===== config.mk =====
export PLATFORM = sky130hd
export DESIGN_NAME = mss_ctrl
export DESIGN_NICKNAME = d
export VERILOG_FILES = /design/src/rtl/mss_pkg.sv /design/src/rtl/mss_ctrl.sv
export SDC_FILE = /design/constraint.sdc
export NUM_CORES = 1
export LEC_CHECK = 0
export BUFFER_PORTS_ARGS = -buffer_cell sky130_fd_sc_hd__clkbuf_2
export CAP_MARGIN = 20
export CORE_MARGIN = 3
export CORE_UTILIZATION = 28
export CTS_BUF_LIST = sky130_fd_sc_hd__clkbuf_4 sky130_fd_sc_hd__clkbuf_8 sky130_fd_sc_hd__clkbuf_16
export DETAILED_ROUTE_END_ITERATION = 16
export PLACE_DENSITY = 0.4
export SLEW_MARGIN = 20
export SYNTH_ARGS = -nofsm -noshare
export SYNTH_HDL_FRONTEND = slang
export SYNTH_SLANG_ARGS = --single-unit

===== constraint.sdc =====
create_clock -name clk -period 21 [get_ports clk]
set_clock_uncertainty 0.2 [all_clocks]
set_input_delay 5.25 -clock clk [delete_from_list [all_inputs] [get_ports clk]]
set_output_delay 5.25 -clock clk [all_outputs]
set_load 0.01 [all_outputs]

===== src/rtl/mss_pkg.sv =====
package mss_pkg;

  // Fixed field and register widths
  localparam int REQ_W     = 1;
  localparam int STK_W     = 2;
  localparam int DATA_W    = 32;
  localparam int STATUS_W  = 2;
  localparam int COUNT_W   = 3;
  localparam int SIZE_W    = 7;
  localparam int CFG_IDX_W = 3;
  localparam int CFG_W     = 7;
  localparam int FILL_W    = 7;

  // Stack sizes and the sum of the sizes that can sit below any stack
  localparam int SIZE_REGS  = 4;
  localparam int SIZE_LIMIT = 64;
  localparam int BASE_W     = 9;

  // Parameter defaults
  localparam int DEF_STACK_SLOTS = 4;
  localparam int DEF_MEM_DEPTH   = 256;

  // Reset values of the registers
  localparam logic [COUNT_W-1:0] COUNT_RESET = 3'd4;
  localparam logic [SIZE_W-1:0]  SIZE_RESET  = 7'd64;

  // Register indexes
  localparam logic [CFG_IDX_W-1:0] REG_STACK_COUNT = 3'd0;
  localparam logic [CFG_IDX_W-1:0] REG_SIZE_ZERO   = 3'd1;
  localparam logic [CFG_IDX_W-1:0] REG_SIZE_ONE    = 3'd2;
  localparam logic [CFG_IDX_W-1:0] REG_SIZE_TWO    = 3'd3;
  localparam logic [CFG_IDX_W-1:0] REG_SIZE_THREE  = 3'd4;

  // Request codes
  localparam logic [REQ_W-1:0] REQ_PUSH = 1'b0;
  localparam logic [REQ_W-1:0] REQ_POP  = 1'b1;

  typedef enum logic [STATUS_W-1:0] {
    ST_OK        = 2'd0,
    ST_OVERFLOW  = 2'd1,
    ST_UNDERFLOW = 2'd2,
    ST_BAD_STACK = 2'd3
  } status_t;

  // Outcome of one request, from the controller to the datapath
  typedef struct packed {
    status_t status;
    logic    wr;
    logic    rd;
  } decision_t;

endpackage


===== src/rtl/mss_ctrl.sv =====
module mss_ctrl import mss_pkg::*; #(
  parameter int STACK_SLOTS = DEF_STACK_SLOTS,
  parameter int MEM_DEPTH   = DEF_MEM_DEPTH,
  parameter int AW          = $clog2(MEM_DEPTH)
) (
  input  logic                 clk,
  input  logic                 rst,
  input  logic                 cfg_we,
  input  logic [CFG_IDX_W-1:0] cfg_index,
  input  logic [CFG_W-1:0]     cfg_data,
  input  logic                 accept,
  input  logic [REQ_W-1:0]     req_type,
  input  logic [STK_W-1:0]     stack_number,
  output decision_t            dec,
  output logic [AW-1:0]        addr
);

  localparam int USED_SLOTS = (STACK_SLOTS < SIZE_REGS) ? STACK_SLOTS : SIZE_REGS;
  localparam int CW = (AW + 1 > BASE_W) ? AW + 1 : BASE_W;
  localparam logic [CW-1:0] DEPTH_C = CW'(MEM_DEPTH);
  localparam logic [SIZE_W-1:0] LIMIT_C = SIZE_W'(SIZE_LIMIT);

  logic [COUNT_W-1:0] stack_count;
  logic [SIZE_W-1:0]  size_q [SIZE_REGS];
  logic [FILL_W-1:0]  fill [USED_SLOTS];

  logic [SIZE_W-1:0] clamp [SIZE_REGS];
  logic [CW-1:0]     base;
  logic [CW-1:0]     room;
  logic [CW-1:0]     cap;
  logic [SIZE_W-1:0] size_sel;
  logic [FILL_W-1:0] fill_sel;
  logic [CW-1:0]     fill_ext;
  logic [CW-1:0]     addr_full;
  logic              in_use;

  // Clamp sizes, sum the regions below the addressed stack
  always_comb begin
    base     = '0;
    size_sel = '0;
    fill_sel = '0;
    for (int i = 0; i < SIZE_REGS; i++) begin
      clamp[i] = (size_q[i] > LIMIT_C) ? LIMIT_C : size_q[i];
      if (2'(i) < stack_number) begin
        base = base + CW'(clamp[i]);
      end
      if (2'(i) == stack_number) begin
        size_sel = clamp[i];
      end
    end
    for (int i = 0; i < USED_SLOTS; i++) begin
      if (2'(i) == stack_number) begin
        fill_sel = fill[i];
      end
    end
  end

  // Cut the region at the end of memory
  always_comb begin
    room = DEPTH_C - base;
    if (base >= DEPTH_C) begin
      cap = '0;
    end else if (CW'(size_sel) > room) begin
      cap = room;
    end else begin
      cap = CW'(size_sel);
    end
  end

  assign in_use   = ({1'b0, stack_number} < stack_count) &&
                    ({30'b0, stack_number} < 32'(USED_SLOTS));
  assign fill_ext = CW'(fill_sel);

  // Decide the outcome and the element address
  always_comb begin
    dec.status = ST_OK;
    dec.wr     = 1'b0;
    dec.rd     = 1'b0;
    addr_full  = base + fill_ext;
    if (!in_use) begin
      dec.status = ST_BAD_STACK;
    end else if (req_type == REQ_PUSH) begin
      if (fill_ext >= cap) begin
        dec.status = ST_OVERFLOW;
      end else begin
        dec.wr = 1'b1;
      end
    end else begin
      addr_full = base + fill_ext - CW'(1);
      if (fill_sel == '0) begin
        dec.status = ST_UNDERFLOW;
      end else begin
        dec.rd = 1'b1;
      end
    end
  end

  assign addr = addr_full[AW-1:0];

  // Hold configuration, advance fill counts, drop them on any register write
  always_ff @(posedge clk) begin
    if (rst) begin
      stack_count <= COUNT_RESET;
      for (int i = 0; i < SIZE_REGS; i++) begin
        size_q[i] <= SIZE_RESET;
      end
      for (int i = 0; i < USED_SLOTS; i++) begin
        fill[i] <= '0;
      end
    end else if (cfg_we && cfg_index <= REG_SIZE_THREE) begin
      case (cfg_index)
        REG_STACK_COUNT: stack_count <= cfg_data[COUNT_W-1:0];
        REG_SIZE_ZERO:   size_q[0]   <= cfg_data[SIZE_W-1:0];
        REG_SIZE_ONE:    size_q[1]   <= cfg_data[SIZE_W-1:0];
        REG_SIZE_TWO:    size_q[2]   <= cfg_data[SIZE_W-1:0];
        REG_SIZE_THREE:  size_q[3]   <= cfg_data[SIZE_W-1:0];
        default:         stack_count <= stack_count;
      endcase
      for (int i = 0; i < USED_SLOTS; i++) begin
        fill[i] <= '0;
      end
    end else if (accept) begin
      for (int i = 0; i < USED_SLOTS; i++) begin
        if (2'(i) == stack_number) begin
          if (dec.wr) begin
            fill[i] <= fill_sel + FILL_W'(1);
          end else if (dec.rd) begin
            fill[i] <= fill_sel - FILL_W'(1);
          end
        end
      end
    end
  end

endmodule


* Word level (Yosys, flattened, before mapping) *
Memory sizes are Yosys's and may differ from the RTL's.
Index checks and enable logic that the tools add are counted.

storage, ports and cells
  memories kept = 2
  output and inout port bits = 12
  memory bits (writable) = 56
  bits of input ports = 17
  flip-flop bits (word level) = 3

memories
  memory  words  width  read ports  clocked after memory_dff  write ports  line            source
  fill    4      7      4           0                         4            mss_ctrl.sv:25  logic [FILL_W-1:0] fill [USED_SLOTS];
  size_q  4      7      4           0                         4            mss_ctrl.sv:24  logic [SIZE_W-1:0] size_q [SIZE_REGS];

operators by class
  bitwise gates (word level) = 16
  multiplexer cells = 109
  magnitude comparators = 13
  add/subtract/negate cells = 8
  equality and inequality tests = 7
  reduce and logical (&&, ||, !) cells = 5

operator list
  kind                                                   count
  two-way mux 7 bit                                      29
  two-way mux 1 bit                                      69
  two-way mux 9 bit                                      5
  greater-than comparator 7 bit, second input constant   4
  adder 9 x 7 -> 9 bit                                   3
  two-way mux 8 bit                                      2
  OR 1 bit                                               16
  >= comparator 7 x 9 -> 1 bit                           1
  >= comparator 9 bit, second input constant             1
  greater-than comparator 7 x 9 -> 1 bit                 1
  subtractor 9 bit, first input constant                 1
  adder 8 x 7 -> 8 bit                                   1
  two-way mux 2 bit                                      4
  subtractor 8 x 1 -> 8 bit, second input constant       1
  adder 7 x 1 -> 7 bit, second input constant            1
  zero test 7 bit                                        1
  subtractor 7 x 1 -> 7 bit, second input constant       1
  equality test 3 x 2 -> 1 bit, second input constant    2
  equality test 2 bit, first input constant              2
  < comparator 1 x 2 -> 1 bit, first input constant      2
  < comparator 2 bit, first input constant               2
  equality test 3 x 1 -> 1 bit, second input constant    1
  equality test 3 bit, second input constant             1
  less-or-equal comparator 3 bit, second input constant  1
  other kinds (6)                                        6

* Depth between registers and ports, before layout *
An unclocked memory read counts as a cell.

  word-level depth = 26
  gate-level depth with buffers = 36
  mapped depth without buffers = 36

* Worst setup path before layout *
No wires, ideal clock.

  path kind = input port to output port
  start point = input stack_number[0]
  end point = output dec[1] (netlist bit)
  path slack = 4365 ps
  path buffers = 2
  arrival time = 11185 ps
  cell stages on the path = 32
  path through = buf_4 -> or2_1 -> clkbuf_1 -> nand3_1 -> fa_1 -> nand2b_1 -> a21oi_1 -> xnor2_1 -> nand2_1 -> xor2_1 -> ha_1 -> nor2_1 -> mux2i_1 -> mux2i_1 -> a221oi_1 -> o21a_1 -> inv_2 -> nor3_1 -> nor2_1 -> ha_1 -> and4_1 -> a41oi_1 -> o21ai_0 -> a21o_1 -> a21oi_1 -> mux2_1 -> ha_1 -> a21o_1 -> a21o_1 -> a21oi_1 -> o21a_1 -> and2_1

RTL lines
  what         line            source
  from (decl)  mss_ctrl.sv:13  input logic [STK_W-1:0] stack_number,
  to (decl)    mss_ctrl.sv:14  output decision_t dec,

==> impl_metrics.tcl <==
set metrics [dict create \
    outcome "finished, final reports clean" \
    antenna_found_initial 0 \
    layout-drive-gt1-share_pct 13.6 \
    cts_hold_buf 0 \
    cts-root-buf "clkbuf_16" \
    drc_errors 0 \
    layoutNonFillerInstCount 801 \
    critical_path.max_stage_delay_ns 0.55 \
    cts-resized-gates 0 \
    yosys.cell_types.count 75 \
    dp.cells 785 \
    hold_depth 2 \
    final-hold-violation-count 0 \
    r2r_end "fill[2][6]" \
    grt_pass1_vias 4219 \
    seq_area_frac_synth_pct 33.7 \
    netlist_area_sq_um 5160 \
    grt_max_degree 36 \
    max_freq_mhz 55.0 \
    synth_top_area_share_pct 32.6 \
    max-cap-violations 0 \
    wirelength_mm 15.0 \
    synth_common_cells "61 x nor2_1, 56 x edfxtp_1, 41 x ha_1" \
    cp.arrival_ns 12.73 \
    synthFlopType "edfxtp_1" \
    hold_end "stack_count[0]" \
    cts_sinks 59 \
    worstSetupEndpointType "output pin" \
    r2r_start "size_q[0][6]" \
    synth_area_leaders "edfxtp_1 33%, ha_1 9.9%, nor2_1 4.4%" \
    slew_headroom_pct 35.8 \
    hold_slack_ns 0.330 \
    worst_pin_slew_ns 0.952 \
    synth_most_common_cell "nor2_1" \
    first_iter_violations 350 \
    rsz0062_at_grt "no" \
    hp-class "flop to flop" \
    antenna_left 0 \
    clk_path_buf_depth 2 \
    crit_required_ns 15.55 \
    initial_core_util_pct 28.7 \
    grt_pass1_wl_mm 23.9 \
    leakagePower_nw 2.28 \
    numCtsBuffers 9 \
    irDropWorstVdd_mv 0.0497 \
    synth-edff-count 56 \
    antenna_cells 0 \
    syn_to_final_growth_pct 13.3 \
    grt_usage_pct 15.4 \
    path_class "input pin to output pin" \
    path_max_fanout 35 \
    final-max-slew-violation-count 0 \
    setup_viol 0 \
    hp-start "stack_count[0]" \
    fillers 1925 \
    postCtsSetupBuffers 0 \
    die_x_um 142 \
    ctsHtreeMaxLevel 3 \
    r2r_slack_ns 12.17 \
    nets 628 \
    avgViaCountPerCell 5.28 \
    overflow 0 \
    wire_per_inst_um 18.7 \
    p_per_area_nw_per_um2 77.3 \
    place_area_sq_um 5530 \
    vias 4226 \
    crit_slowest_cell "or2_1" \
    dpl.hpwl_mm 11.9 \
    ys_async_sr_fraction_pct 0 \
    firstDrtPassIters 6 \
    core_area_sq_um 18000 \
    period_minus_slack_ns 18.18 \
    synth_seq_cells 59 \
    postSynthCellCount 541 \
    placementRows 49 \
    io_pins 29 \
    dieHeight_um 142 \
    fin_crit_sh_pct 86.6 \
    yosysWarnings 0 \
    syn_area_per_cell_sq_um 9.55 \
    die-area_sq_um 20100 \
    io_buffer_count 28 \
    cp-start-kind "input pin" \
    clk_pin_slew_ns 0.05 \
    place.gp.congestion 0.875 \
    synth_fp_nets 602 \
    setup-tns-final_ns 0 \
    clk_latency_ns 0.34 \
    synth_top_cell_by_area "edfxtp_1" \
    cts_tree "yes" \
    reg2reg_depth 35 \
    postLayoutCellArea_sq_um 5850 \
]
==> layout by cell type (no fill, tap or decap), types with 9 or more instances in the layout <==
cell,n
inv_1,19
nand2_1,40
a21oi_1,29
ha_1,41
o21ai_0,24
and2_1,28
nor2b_1,16
edfxtp_1,56
a21o_1,9
xor2_1,13
clkbuf_16,9
nand3_1,10
o22ai_1,10
nand2b_1,13
nor3_1,13
nor2_1,61
clkbuf_2,28
xnor2_1,17
==> critical path: cells and delay by family <==
kind / cells / cell delay [ns]
compound gates: 11 / 2.50
simple gates: 9 / 1.80
fa+ha+maj: 4 / 1.36
buf+inv: 4 / 0.74
xor+xnor: 2 / 0.42
mux: 3 / 0.60
==> kinds of logic after synthesis <==
kind of cell	after synthesis	synth area share, %
flip-flops	59	33.7
buffers and inverters	41	3.66
XOR/XNOR	31	5.52
multiplexers	18	5.50
AO/OA/AOI/OAI	133	18.8
adder cells (fa/ha/maj)	44	11.1
AND/OR/NAND/NOR	215	21.8
==> cell type report <==
type                       count  area (sq um)  area share (%)
multi-input combinational    441          3240            55.4
clock inverter                 7          92.6            1.58
timing repair buffer          33           178            3.04
inverter                      23          86.3            1.48
tap                          229           287            4.90
clock buffer                   9           225            3.85
sequential                    59          1740            29.8
==> worst max path at each step <==
stage	start	endpoint	slack, ns	depth (start not counted)
floorplan	stack_number[0]	dec[1]	4.36	32
global placement	stack_number[1]	dec[1]	2.93	33
detailed placement	stack_number[1]	dec[1]	2.94	33
CTS	stack_number[1]	dec[1]	2.86	33
global route	stack_number[1]	dec[1]	2.40	33
finish	stack_number[1]	dec[1]	2.82	33
==> metrics by stage <==
step	worst slack, ns	util (%)	total power, mW
after detailed placement	2.94	30.7	0.298
after global routing	2.40	32.5	0.479
after floorplan	4.36	-	0.255
final	2.82	32.5	0.452
after global placement	2.93	30.7	0.299
after CTS	2.86	32.4	0.456
==> power by group <==
| group | switching [mW] | internal (mW) |
|---|---|---|
| clock | 0.0534 | 0.103 |
| sequential | 0.00363 | 0.138 |
| combinational | 0.0929 | 0.0615 |
==> registers in the layout (all words and copies together), names as in the netlist <==
name         flops
fill            28
stack_count      3
size_q          28
==> routing by layer <==
layer  GRT usage, %  vias up  share of wire, %
met2           24.7      126                46
met1           20.9     2025                47
met4           5.05        0               1.7
met3           2.73       17               5.5
li1               -     2058                 -
met5              0        -                 0
Note: power is estimated with default switching activity, not from simulation.
